## src/hw/rtl/sorted_key_table_unit_defines.svh

```systemverilog
// Assertion macros used by the sorted key table controller.
`ifndef SORTED_KEY_TABLE_UNIT_DEFINES_SVH
`define SORTED_KEY_TABLE_UNIT_DEFINES_SVH

// Same-cycle implication, disabled while reset is high.
`define SKT_ASSERT_IMPLY(name, clk, rst, ante, cons, msg) \
   name: assert property (@(posedge clk) disable iff (rst) (ante) |-> (cons)) else $error(msg);

// Next-cycle implication, disabled while reset is high.
`define SKT_ASSERT_NEXT(name, clk, rst, ante, cons, msg) \
   name: assert property (@(posedge clk) disable iff (rst) (ante) |=> (cons)) else $error(msg);

`endif

```

## src/hw/rtl/skt_pkg.sv

```systemverilog
// Types, constants and helpers shared by the sorted key table modules.
package skt_pkg;

   localparam int DEPTH      = 64;
   localparam int KEY_WIDTH  = 32;
   localparam int UNIT_WIDTH = 32;

   localparam int FIELD_W   = 32;
   localparam int KEY_BITS  = (KEY_WIDTH < FIELD_W) ? KEY_WIDTH : FIELD_W;
   localparam int UNIT_BITS = (UNIT_WIDTH < FIELD_W) ? UNIT_WIDTH : FIELD_W;

   localparam int IDX_W = $clog2(DEPTH);
   localparam int CNT_W = $clog2(DEPTH + 1);

   localparam int CSR_ADDR_W = 3;
   localparam int CSR_DATA_W = 32;

   localparam logic [CNT_W-1:0] CNT_ONE   = CNT_W'(1);
   localparam logic [CNT_W-1:0] CNT_DEPTH = CNT_W'(DEPTH);

   // command codes
   localparam logic [2:0] CMD_ADD        = 3'd0;
   localparam logic [2:0] CMD_REMOVE_AT  = 3'd1;
   localparam logic [2:0] CMD_REMOVE_KEY = 3'd2;
   localparam logic [2:0] CMD_RELEASE    = 3'd3;
   localparam logic [2:0] CMD_FIND       = 3'd4;

   // status codes
   localparam logic [2:0] STATUS_OK        = 3'd0;
   localparam logic [2:0] STATUS_NULL_KEY  = 3'd1;
   localparam logic [2:0] STATUS_RESERVED  = 3'd2;
   localparam logic [2:0] STATUS_NULL_UNIT = 3'd3;
   localparam logic [2:0] STATUS_DUPLICATE = 3'd4;
   localparam logic [2:0] STATUS_RANGE     = 3'd5;
   localparam logic [2:0] STATUS_IN_USE    = 3'd6;
   localparam logic [2:0] STATUS_FULL      = 3'd7;

   // register indexes
   localparam logic REG_NULL_KEY      = 1'b0;
   localparam logic REG_RESERVED_MASK = 1'b1;

   typedef struct packed {
      logic [2:0]         command;
      logic [FIELD_W-1:0] key_id;
      logic [FIELD_W-1:0] unit_ref;
      logic [5:0]         entry_index;
      logic               in_use;
   } req_type;

   typedef struct packed {
      logic [2:0] status;
      logic [5:0] result_index;
      logic       found;
   } rsp_type;

   typedef struct packed {
      logic [FIELD_W-1:0] null_key;
      logic [FIELD_W-1:0] reserved_flag_mask;
   } cfg_type;

   typedef struct packed {
      logic             wr_en;
      logic [IDX_W-1:0] wr_addr;
      logic [IDX_W-1:0] rd_addr;
   } mem_ctl_type;

   typedef struct packed {
      logic less;
      logic equal;
   } cmp_type;

   // Report a table position in the 6-bit index field.
   function automatic logic [5:0] fit_index(input logic [CNT_W-1:0] pos);
      logic [CNT_W+5:0] wide;
      wide = (CNT_W + 6)'(pos);
      return wide[5:0];
   endfunction

endpackage

```

## src/hw/rtl/skt_ram.sv

```systemverilog
// Generic single-write, single-read RAM with registered read data.
module skt_ram #(
   parameter int WIDTH = 32,
   parameter int DEPTH = 64
) (
   input  logic                     clock,
   input  logic                     wr_en,
   input  logic [$clog2(DEPTH)-1:0] wr_addr,
   input  logic [WIDTH-1:0]         wr_data,
   input  logic [$clog2(DEPTH)-1:0] rd_addr,
   output logic [WIDTH-1:0]         rd_data
);

   logic [WIDTH-1:0] mem_ff [DEPTH];
   logic [WIDTH-1:0] rd_data_ff;

   always_ff @(posedge clock) begin
      if (wr_en) begin
         mem_ff[wr_addr] <= wr_data;
      end
      rd_data_ff <= mem_ff[rd_addr];
   end

   assign rd_data = rd_data_ff;

endmodule

```

## src/hw/rtl/skt_cmp.sv

```systemverilog
// Shared key comparator used by every binary search probe.
module skt_cmp (
   input  logic [skt_pkg::KEY_BITS-1:0] probe_key,
   input  logic [skt_pkg::KEY_BITS-1:0] ref_key,
   output skt_pkg::cmp_type             result
);
   import skt_pkg::*;

   assign result.less  = probe_key < ref_key;
   assign result.equal = probe_key == ref_key;

endmodule

```

## src/hw/rtl/skt_ctrl.sv

```systemverilog
// Command sequencer: validation, binary search, entry shifting and results.
`include "sorted_key_table_unit_defines.svh"

module skt_ctrl (
   input  logic                          clock,
   input  logic                          reset,
   input  logic                          start,
   output logic                          busy,
   input  skt_pkg::req_type              req_data,
   output logic                          rsp_valid,
   output skt_pkg::rsp_type              rsp_data,
   input  skt_pkg::cfg_type              cfg,
   output skt_pkg::mem_ctl_type          mem_ctl,
   output logic [skt_pkg::KEY_BITS-1:0]  key_wr_data,
   output logic [skt_pkg::UNIT_BITS-1:0] unit_wr_data,
   input  logic [skt_pkg::KEY_BITS-1:0]  key_rd_data,
   input  logic [skt_pkg::UNIT_BITS-1:0] unit_rd_data
);
   import skt_pkg::*;

   typedef enum logic [2:0] {
      S_IDLE,
      S_DECODE,
      S_SEARCH,
      S_PROBE,
      S_RESOLVE,
      S_SHIFT_UP,
      S_INSERT,
      S_SHIFT_DOWN
   } state_type;

   state_type            state_ff, state_in;
   logic                 busy_ff, busy_in;
   logic                 rsp_valid_ff, rsp_valid_in;
   rsp_type              rsp_ff, rsp_in;
   logic [2:0]           cmd_ff, cmd_in;
   logic [KEY_BITS-1:0]  key_ff, key_in;
   logic [UNIT_BITS-1:0] unit_ff, unit_in;
   logic [5:0]           idx_ff, idx_in;
   logic                 in_use_ff, in_use_in;
   logic [CNT_W-1:0]     count_ff, count_in;
   logic [CNT_W-1:0]     lo_ff, lo_in;
   logic [CNT_W-1:0]     hi_ff, hi_in;
   logic [CNT_W-1:0]     mid_ff, mid_in;
   logic                 hit_ff, hit_in;
   logic [CNT_W-1:0]     src_ff, src_in;
   logic [CNT_W-1:0]     dst_ff, dst_in;
   logic                 pend_ff, pend_in;

   logic                 accept;
   logic [CNT_W:0]       mid_sum;
   logic                 key_is_null;
   logic                 key_reserved;
   logic                 unit_is_null;
   logic                 idx_out_of_range;
   cmp_type              cmp;

   skt_cmp u_cmp (
      .probe_key (key_rd_data),
      .ref_key   (key_ff),
      .result    (cmp)
   );

   assign accept           = start && !busy_ff;
   assign mid_sum          = {1'b0, lo_ff} + {1'b0, hi_ff};
   assign key_is_null      = key_ff == cfg.null_key[KEY_BITS-1:0];
   assign key_reserved     = (key_ff & cfg.reserved_flag_mask[KEY_BITS-1:0]) != '0;
   assign unit_is_null     = unit_ff == '0;
   assign idx_out_of_range = (CNT_W + 6)'(idx_ff) >= (CNT_W + 6)'(count_ff);

   always_comb begin
      logic       done;
      logic [2:0] st;
      logic [5:0] ridx;
      logic       fnd;

      done = 1'b0;
      st   = STATUS_OK;
      ridx = '0;
      fnd  = 1'b0;

      state_in     = state_ff;
      busy_in      = busy_ff;
      rsp_valid_in = 1'b0;
      rsp_in       = rsp_ff;
      cmd_in       = cmd_ff;
      key_in       = key_ff;
      unit_in      = unit_ff;
      idx_in       = idx_ff;
      in_use_in    = in_use_ff;
      count_in     = count_ff;
      lo_in        = lo_ff;
      hi_in        = hi_ff;
      mid_in       = mid_ff;
      hit_in       = hit_ff;
      src_in       = src_ff;
      dst_in       = dst_ff;
      pend_in      = pend_ff;

      mem_ctl.wr_en   = 1'b0;
      mem_ctl.wr_addr = dst_ff[IDX_W-1:0];
      mem_ctl.rd_addr = '0;
      key_wr_data     = key_rd_data;
      unit_wr_data    = unit_rd_data;

      unique case (state_ff)
         S_IDLE: begin
            if (accept) begin
               cmd_in    = req_data.command;
               key_in    = req_data.key_id[KEY_BITS-1:0];
               unit_in   = req_data.unit_ref[UNIT_BITS-1:0];
               idx_in    = req_data.entry_index;
               in_use_in = req_data.in_use;
               busy_in   = 1'b1;
               state_in  = S_DECODE;
            end
         end

         S_DECODE: begin
            lo_in  = '0;
            hi_in  = count_ff;
            hit_in = 1'b0;
            unique case (cmd_ff)
               CMD_ADD: begin
                  priority if (key_is_null) begin
                     done = 1'b1;
                     st   = STATUS_NULL_KEY;
                  end else if (key_reserved) begin
                     done = 1'b1;
                     st   = STATUS_RESERVED;
                  end else if (unit_is_null) begin
                     done = 1'b1;
                     st   = STATUS_NULL_UNIT;
                  end else begin
                     state_in = S_SEARCH;
                  end
               end
               CMD_REMOVE_AT: begin
                  priority if (idx_out_of_range) begin
                     done = 1'b1;
                     st   = STATUS_RANGE;
                  end else if (in_use_ff) begin
                     done = 1'b1;
                     st   = STATUS_IN_USE;
                  end else begin
                     src_in   = CNT_W'(idx_ff) + CNT_ONE;
                     pend_in  = 1'b0;
                     state_in = S_SHIFT_DOWN;
                  end
               end
               CMD_REMOVE_KEY: begin
                  priority if (in_use_ff) begin
                     done = 1'b1;
                     st   = STATUS_IN_USE;
                  end else if (key_is_null) begin
                     done = 1'b1;
                     st   = STATUS_NULL_KEY;
                  end else begin
                     state_in = S_SEARCH;
                  end
               end
               CMD_RELEASE: begin
                  done = 1'b1;
                  if (count_ff != '0 && in_use_ff) begin
                     st = STATUS_IN_USE;
                  end else begin
                     count_in = '0;
                  end
               end
               CMD_FIND: begin
                  if (key_is_null) begin
                     done = 1'b1;
                     st   = STATUS_NULL_KEY;
                  end else begin
                     state_in = S_SEARCH;
                  end
               end
               default: begin
                  done = 1'b1;
               end
            endcase
         end

         S_SEARCH: begin
            if (lo_ff < hi_ff) begin
               mid_in          = mid_sum[CNT_W:1];
               mem_ctl.rd_addr = mid_sum[IDX_W:1];
               state_in        = S_PROBE;
            end else begin
               state_in = S_RESOLVE;
            end
         end

         S_PROBE: begin
            // probe key is on the RAM output now
            if (cmp.less) begin
               lo_in = mid_ff + CNT_ONE;
            end else begin
               hi_in  = mid_ff;
               hit_in = hit_ff || cmp.equal;
            end
            state_in = S_SEARCH;
         end

         S_RESOLVE: begin
            unique case (cmd_ff)
               CMD_ADD: begin
                  priority if (hit_ff) begin
                     done = 1'b1;
                     st   = STATUS_DUPLICATE;
                  end else if (count_ff >= CNT_DEPTH) begin
                     done = 1'b1;
                     st   = STATUS_FULL;
                  end else begin
                     src_in   = count_ff;
                     pend_in  = 1'b0;
                     state_in = S_SHIFT_UP;
                  end
               end
               CMD_REMOVE_KEY: begin
                  if (hit_ff) begin
                     src_in   = lo_ff + CNT_ONE;
                     pend_in  = 1'b0;
                     state_in = S_SHIFT_DOWN;
                  end else begin
                     done = 1'b1;
                  end
               end
               default: begin
                  // find
                  done = 1'b1;
                  fnd  = hit_ff;
                  ridx = hit_ff ? fit_index(lo_ff) : '0;
               end
            endcase
         end

         S_SHIFT_UP: begin
            // write back the entry read last beat one slot higher
            mem_ctl.wr_en = pend_ff;
            if (src_ff > lo_ff) begin
               mem_ctl.rd_addr = src_ff[IDX_W-1:0] - IDX_W'(1);
               dst_in          = src_ff;
               src_in          = src_ff - CNT_ONE;
               pend_in         = 1'b1;
            end else begin
               pend_in  = 1'b0;
               state_in = S_INSERT;
            end
         end

         S_INSERT: begin
            mem_ctl.wr_en   = 1'b1;
            mem_ctl.wr_addr = lo_ff[IDX_W-1:0];
            key_wr_data     = key_ff;
            unit_wr_data    = unit_ff;
            count_in        = count_ff + CNT_ONE;
            done            = 1'b1;
            ridx            = fit_index(lo_ff);
         end

         S_SHIFT_DOWN: begin
            // write back the entry read last beat one slot lower
            mem_ctl.wr_en = pend_ff;
            if (src_ff < count_ff) begin
               mem_ctl.rd_addr = src_ff[IDX_W-1:0];
               dst_in          = src_ff - CNT_ONE;
               src_in          = src_ff + CNT_ONE;
               pend_in         = 1'b1;
            end else begin
               pend_in  = 1'b0;
               count_in = count_ff - CNT_ONE;
               done     = 1'b1;
            end
         end

         default: begin
            state_in = S_IDLE;
         end
      endcase

      if (done) begin
         rsp_valid_in        = 1'b1;
         rsp_in.status       = st;
         rsp_in.result_index = ridx;
         rsp_in.found        = fnd;
         busy_in             = 1'b0;
         state_in            = S_IDLE;
      end
   end

   always_ff @(posedge clock) begin
      if (reset) begin
         state_ff     <= S_IDLE;
         busy_ff      <= 1'b0;
         rsp_valid_ff <= 1'b0;
         count_ff     <= '0;
         pend_ff      <= 1'b0;
      end else begin
         state_ff     <= state_in;
         busy_ff      <= busy_in;
         rsp_valid_ff <= rsp_valid_in;
         count_ff     <= count_in;
         pend_ff      <= pend_in;
      end
      rsp_ff    <= rsp_in;
      cmd_ff    <= cmd_in;
      key_ff    <= key_in;
      unit_ff   <= unit_in;
      idx_ff    <= idx_in;
      in_use_ff <= in_use_in;
      lo_ff     <= lo_in;
      hi_ff     <= hi_in;
      mid_ff    <= mid_in;
      hit_ff    <= hit_in;
      src_ff    <= src_in;
      dst_ff    <= dst_in;
   end

   assign busy      = busy_ff;
   assign rsp_valid = rsp_valid_ff;
   assign rsp_data  = rsp_ff;

   `SKT_ASSERT_IMPLY(a_rsp_not_busy, clock, reset, rsp_valid_ff, !busy_ff, "result while busy")
   `SKT_ASSERT_NEXT(a_rsp_single, clock, reset, rsp_valid_ff, !rsp_valid_ff, "result repeated")
   `SKT_ASSERT_IMPLY(a_write_busy, clock, reset, mem_ctl.wr_en, busy_ff, "table write while idle")
   `SKT_ASSERT_NEXT(a_accept_busy, clock, reset, accept, busy_ff && !rsp_valid_ff, "accept not held")

endmodule

```

## src/hw/rtl/sorted_key_table_unit.sv

```systemverilog
// Sorted key table: one command at a time, one result per command.
// Commands rejected at decode skip the search; a search makes up to log2(DEPTH)+1 probes,
// and add and remove shift the following entries one slot at a time.
// Busy stays high until the result cycle.
// The result strobe lasts one cycle and cannot be stalled; start is taken in that cycle.
// Synchronous reset empties the table and zeroes both registers; no clearing pass.
module sorted_key_table_unit (
   input  logic                             clock,
   input  logic                             reset,
   input  logic                             start,
   output logic                             busy,
   input  skt_pkg::req_type                 req_data,
   output logic                             rsp_valid,
   output skt_pkg::rsp_type                 rsp_data,
   input  logic                             psel,
   input  logic                             penable,
   input  logic                             pwrite,
   input  logic [skt_pkg::CSR_ADDR_W-1:0]   paddr,
   input  logic [skt_pkg::CSR_DATA_W-1:0]   pwdata,
   output logic [skt_pkg::CSR_DATA_W-1:0]   prdata,
   output logic                             pready
);
   import skt_pkg::*;

   logic [CSR_DATA_W-1:0] null_key_ff, null_key_in;
   logic [CSR_DATA_W-1:0] mask_ff, mask_in;
   logic                  csr_write;
   cfg_type               cfg;
   mem_ctl_type           mem_ctl;
   logic [KEY_BITS-1:0]   key_wr_data, key_rd_data;
   logic [UNIT_BITS-1:0]  unit_wr_data, unit_rd_data;

   assign pready    = 1'b1;
   assign csr_write = psel && penable && pwrite;

   always_comb begin
      null_key_in = null_key_ff;
      mask_in     = mask_ff;
      if (csr_write) begin
         unique case (paddr[2])
            REG_NULL_KEY:      null_key_in = pwdata;
            REG_RESERVED_MASK: mask_in     = pwdata;
            default:           null_key_in = null_key_ff;
         endcase
      end
   end

   always_ff @(posedge clock) begin
      if (reset) begin
         null_key_ff <= '0;
         mask_ff     <= '0;
      end else begin
         null_key_ff <= null_key_in;
         mask_ff     <= mask_in;
      end
   end

   // misaligned reads return zero
   assign prdata = (paddr[1:0] != 2'b00) ? '0 :
                   (paddr[2] == REG_RESERVED_MASK) ? mask_ff : null_key_ff;

   assign cfg.null_key           = null_key_ff;
   assign cfg.reserved_flag_mask = mask_ff;

   skt_ctrl u_ctrl (
      .clock        (clock),
      .reset        (reset),
      .start        (start),
      .busy         (busy),
      .req_data     (req_data),
      .rsp_valid    (rsp_valid),
      .rsp_data     (rsp_data),
      .cfg          (cfg),
      .mem_ctl      (mem_ctl),
      .key_wr_data  (key_wr_data),
      .unit_wr_data (unit_wr_data),
      .key_rd_data  (key_rd_data),
      .unit_rd_data (unit_rd_data)
   );

   skt_ram #(
      .WIDTH (KEY_BITS),
      .DEPTH (DEPTH)
   ) u_key_ram (
      .clock   (clock),
      .wr_en   (mem_ctl.wr_en),
      .wr_addr (mem_ctl.wr_addr),
      .wr_data (key_wr_data),
      .rd_addr (mem_ctl.rd_addr),
      .rd_data (key_rd_data)
   );

   skt_ram #(
      .WIDTH (UNIT_BITS),
      .DEPTH (DEPTH)
   ) u_unit_ram (
      .clock   (clock),
      .wr_en   (mem_ctl.wr_en),
      .wr_addr (mem_ctl.wr_addr),
      .wr_data (unit_wr_data),
      .rd_addr (mem_ctl.rd_addr),
      .rd_data (unit_rd_data)
   );

endmodule
```

## config.mk

```make
export PLATFORM = sky130hd
export DESIGN_NAME = sorted_key_table_unit
export DESIGN_NICKNAME = d
export VERILOG_FILES = /design/src/hw/rtl/skt_pkg.sv /design/src/hw/rtl/skt_ram.sv /design/src/hw/rtl/skt_cmp.sv /design/src/hw/rtl/skt_ctrl.sv /design/src/hw/rtl/sorted_key_table_unit.sv
export VERILOG_INCLUDE_DIRS = /design/src /design/src/hw/rtl
export SDC_FILE = /design/constraint.sdc
export NUM_CORES = 2
export LEC_CHECK = 0
export BUFFER_PORTS_ARGS = -buffer_cell sky130_fd_sc_hd__buf_2
export CORE_MARGIN = 1.5
export CORE_UTILIZATION = 30
export DETAILED_ROUTE_END_ITERATION = 8
export GPL_TIMING_DRIVEN = 0
export PLACE_DENSITY_LB_ADDON = 0.3
export SLEW_MARGIN = 15
export SYNTH_ARGS = -nofsm -noshare
export SYNTH_HDL_FRONTEND = slang
export SYNTH_SLANG_ARGS = --single-unit
```

## constraint.sdc

```tcl
create_clock -name clock -period 8.5 [get_ports clock]
set_input_delay 0.85 -clock clock [delete_from_list [all_inputs] [get_ports clock]]
set_output_delay 0.85 -clock clock [all_outputs]
set_load 0.05 [all_outputs]
```

==> summary.md <==
| Metric | Value |
|---|---|
| Most common cell after layout, fill and taps aside | `edfxtp_1` |
| # nets final | `6394` |
| Commonest cells after routing, fill and taps aside | `edfxtp_1 (2167), nand2_1 (1008), buf_2 (257), mux4_2 (251), nand3_1 (245)` |
| Critical path depth | `17` |
| CTS Hold Bufs | `0` |
| Post-CTS Setup Bufs | `0` |
| Reg2Reg Setup Slack | `1.40 ns` |
| Resized Gates After CTS | `0` |
| Fmax | `141 MHz` |
| Slew HR | `14.7%` |
| CP delay by family, top | `buffers and inverters` |
| Pin count of the biggest net entering global routing | `65` |
| Critical path endpoint | `u_key_ram.rd_data[23]$_DFF_P_` |
| TNS Setup | `0 ns` |
| Crit-path max FO | `10` |
| R2R cell count | `17` |
| Switching pwr | `7.73 mW` |
| DRC violations left | `0` |
| CTS tree | `done` |
| Synth top area share | `71.7%` |
| Tcrit/Tclk final | `83.5%` |
| Area contributors post-synth | `edfxtp_1 (72%), mux4_2 (6.2%), nand2_1 (4.2%), dfxtp_1 (2.4%), mux2i_1 (2.1%)` |
| First-pass GRT wire length | `410 mm` |
| Clk root buf | `clkbuf_16` |
| Netlist cell types | `80` |
| Status | `complete, no violations` |
| Final setup violation count | `0` |
| Sequential-to-total area share from yosys stat | `74.1%` |
| Critical path required time | `9.17 ns` |
| Area growth from synthesis to layout | `18.4%` |
| RSZ-0062 raised after global routing | `no` |
| CP startpoint | `u_ctrl.count_ff[6]$_SDFFE_PP0P_` |
| Clock Pin Slew Worst Setup and Hold Paths | `0.06 ns` |
| Min Hold Slack | `0.149 ns` |
| CTS buffer count | `225` |
| Worst setup EP type | `flop` |
| Die area | `306000 um2` |
| Starting Density | `30.2%` |
| Max VDD drop | `0.000191 V` |
| Clock power share | `35.2%` |
| Clk buf depth | `3` |
| Internal | `20.0 mW` |
| Iteration-0 DRC Markers | `6937` |
| Mean Syn Cell Area | `16.0 um2` |
| Synth warn | `0` |
| Clock skew | `0.0601 ns` |
| H-Tree Depth | `4` |
| Die width | `553 um` |
| Synthesized instance count | `5676` |
| IO Pins | `160` |
| Static Leakage | `35.7 nW` |
| Slowest CP cell | `a211oi_1` |
| Tightest Pin Transition | `1.27 ns` |
| Buffers on Ports | `157` |
| Dpl hpwl | `206 mm` |
| Layout cells sized above 1 | `17.7%` |
| Max Cap Violations | `0` |
| Asr flop ratio synth | `0%` |
| Minimum clock period after layout | `7.10 ns` |
| Cell mode on critical path | `buf_2` |
| Vias in the first global route | `53100` |
| Core area | `301000 um2` |
| Final worst slack | `1.40 ns` |
| Final Routed Wirelength | `294 mm` |
| Placer congestion estimate | `0.926` |
| Vias/cell | `5.28` |
| Clock sink count | `2276` |
| Pwr Density | `258 nW/um2` |
| Drt pass-1 iters | `8` |
| Antenna violation net count after detailed routing | `0` |
| Critical path type | `reg -> reg` |
| Post-synth EDFFs | `2167` |
| Logic pwr share | `16.0%` |
| Worst EP arrival | `7.77 ns` |
| Pins Over Slew Limit | `0` |
| Reg power frac | `48.8%` |
| Yosys top cell by area | `edfxtp_1` |
| Grt ovf | `0` |
| Layout Cells excl Fill | `10400` |
| Reg2reg end | `u_key_ram.rd_data[23]$_DFF_P_` |
| Die H | `553 um` |
| Top_reg_cell synth | `edfxtp_1` |
| Total chip power | `27.8 mW` |
| Num rows | `201` |
| Gr usage total | `18.8%` |
| WL/cell | `28.4 um` |
| WP buf/inv | `8` |
| Mapped Area | `90800 um2` |
| DR vias | `54700` |
| R2R Path Start | `u_ctrl.count_ff[6]$_SDFFE_PP0P_` |
| CP Cell Sequence | `clkbuf_1 > inv_1 > ha_1 > o21ai_0 > nor2_1 > a211oi_4 > a311oi_2 > buf_6 > buf_4 > buf_4 > buf_2 > buf_2 > buf_2 > nand2_1 > nand3_1 > nand3_1 > a211oi_1` |
| Worst hold-check path type | `in -> reg` |
| CP startpoint kind | `flop` |
| Final hold vios | `0` |
| Initial antenna violation count | `22` |
| Sw Ratio | `27.8%` |
| Pre-CTS setup slack | `1.63 ns` |
| Placed insts | `9935` |
| Yosys reg bits | `2276` |
| Syn_nets | `5865` |
| CP peak stage delay | `0.92 ns` |
| Worst skew pair latency | `0.88 ns` |
[power groups by stage]
stage | registers, mW | logic (mW) | clock network (mW)
CTS | 13.5 | 4.40 | 9.89
floorplan | 13.9 | 1.94 | 0
finish | 13.5 | 4.45 | 9.76
detailed placement | 13.8 | 4.38 | 0
global placement | 14.3 | 3.71 | 0
global route | 13.6 | 4.67 | 10.3
[synthesized netlist by cell type, types with 13 or more instances]
| master | number |
|---|---|
| edfxtp_1 | 2167 |
| nand2_1 | 1008 |
| mux4_2 | 251 |
| nand3_1 | 245 |
| nor2_1 | 213 |
| mux2i_1 | 195 |
| clkbuf_1 | 164 |
| a21oi_1 | 156 |
| dfxtp_1 | 109 |
| buf_2 | 100 |
| and3_1 | 72 |
| ha_1 | 72 |
| a311oi_1 | 71 |
| inv_1 | 70 |
| o21ai_0 | 70 |
| o22ai_1 | 67 |
| xnor2_1 | 53 |
| a221oi_1 | 51 |
| a31oi_1 | 51 |
| a32o_1 | 45 |
| a22oi_1 | 40 |
| nand4_1 | 37 |
| a211oi_1 | 35 |
| buf_4 | 32 |
| o221ai_1 | 23 |
| a311o_1 | 22 |
| buf_1 | 21 |
| nor3_1 | 19 |
| nor4_1 | 16 |
| a21o_1 | 15 |
| nor2b_1 | 13 |
[worst reg2reg max path, delay by kind of cell, from the launching register on]
kind	cells	cell delay, ns
buffers and inverters	8	3.08
DFF	1	0.30
AOI/OAI and AO/OA	4	1.99
adders and majority gates	1	0.34
and+or+nand+nor	4	1.19
[flip-flops by register name, indices dropped and copies added (netlist names), 3 cells and up]
| name | flops |
|---|---|
| u_ctrl.idx_ff | 6 |
| u_ctrl.rsp_data | 10 |
| u_ctrl.unit_ff | 32 |
| u_ctrl.cmd_ff | 3 |
| u_key_ram.rd_data | 32 |
| u_ctrl.src_ff | 7 |
| u_key_ram.mem_ff | 2048 |
| u_ctrl.count_ff | 7 |
| u_ctrl.key_ff | 32 |
| mask_ff | 32 |
| u_ctrl.mid_ff | 7 |
| u_ctrl.dst_ff | 6 |
| u_ctrl.hi_ff | 7 |
| u_ctrl.state_ff | 3 |
| u_ctrl.lo_ff | 7 |
| null_key_ff | 32 |
[metrics by stage]
stage | util [%] | cell area [um2]
6_report | 35.8 | 108000
5_1_grt | 35.8 | 108000
4_1_cts | 35.8 | 108000
3_5_place_dp | 33.4 | 100000
3_3_place_gp | 32.1 | 96500
2_1_floorplan | - | 90800
[metal layers]
metal | global-route usage, % | vias to the layer above | wire (um)
met5 | 0 | - | 44
met4 | 6.24 | 8 | 10000
li1 | - | 23200 | -
met3 | 4.00 | 452 | 26200
met1 | 25.8 | 28400 | 122000
met2 | 29.5 | 2612 | 135000
[kinds of logic after synthesis]
group	after synthesis	synth area share, %
DFF	2276	74.1
and+or+nand+nor	1677	7.88
AOI/OAI and AO/OA	725	5.72
muxes	460	8.63
buffers and inverters	399	2.03
adders and majority gates	74	1.04
xor gates and xnor gates	64	0.617
other	1	0.00413
[worst min path at each step]
| stage | from | to | slack (ns) | depth (start not counted) |
|---|---|---|---|---|
| 3_3_place_gp | mask_ff[16]$_SDFFE_PP0P_ | mask_ff[16]$_SDFFE_PP0P_ | 0.46 | 2 |
| 5_1_grt | req_data[17] | u_ctrl.unit_ff[10]$_DFFE_PP_ | 0.10 | 1 |
| 6_report | req_data[17] | u_ctrl.unit_ff[10]$_DFFE_PP_ | 0.15 | 1 |
| 2_1_floorplan | mask_ff[15]$_SDFFE_PP0P_ | mask_ff[15]$_SDFFE_PP0P_ | 0.45 | 2 |
| 4_1_cts | req_data[17] | u_ctrl.unit_ff[10]$_DFFE_PP_ | 0.08 | 1 |
| 3_5_place_dp | mask_ff[2]$_SDFFE_PP0P_ | mask_ff[2]$_SDFFE_PP0P_ | 0.47 | 2 |
[layout make-up]
class	count	area (um2)
clock inverter	127	1150
sequential	2276	67300
multi-input combinational	3001	22600
buffer	329	1590
timing repair buffer	302	3790
antenna	1	2.50
clock buffer	289	5980
tap	3958	4950
inverter	70	263
fill	28100	193000
Note: power is estimated with default switching activity, not from simulation.
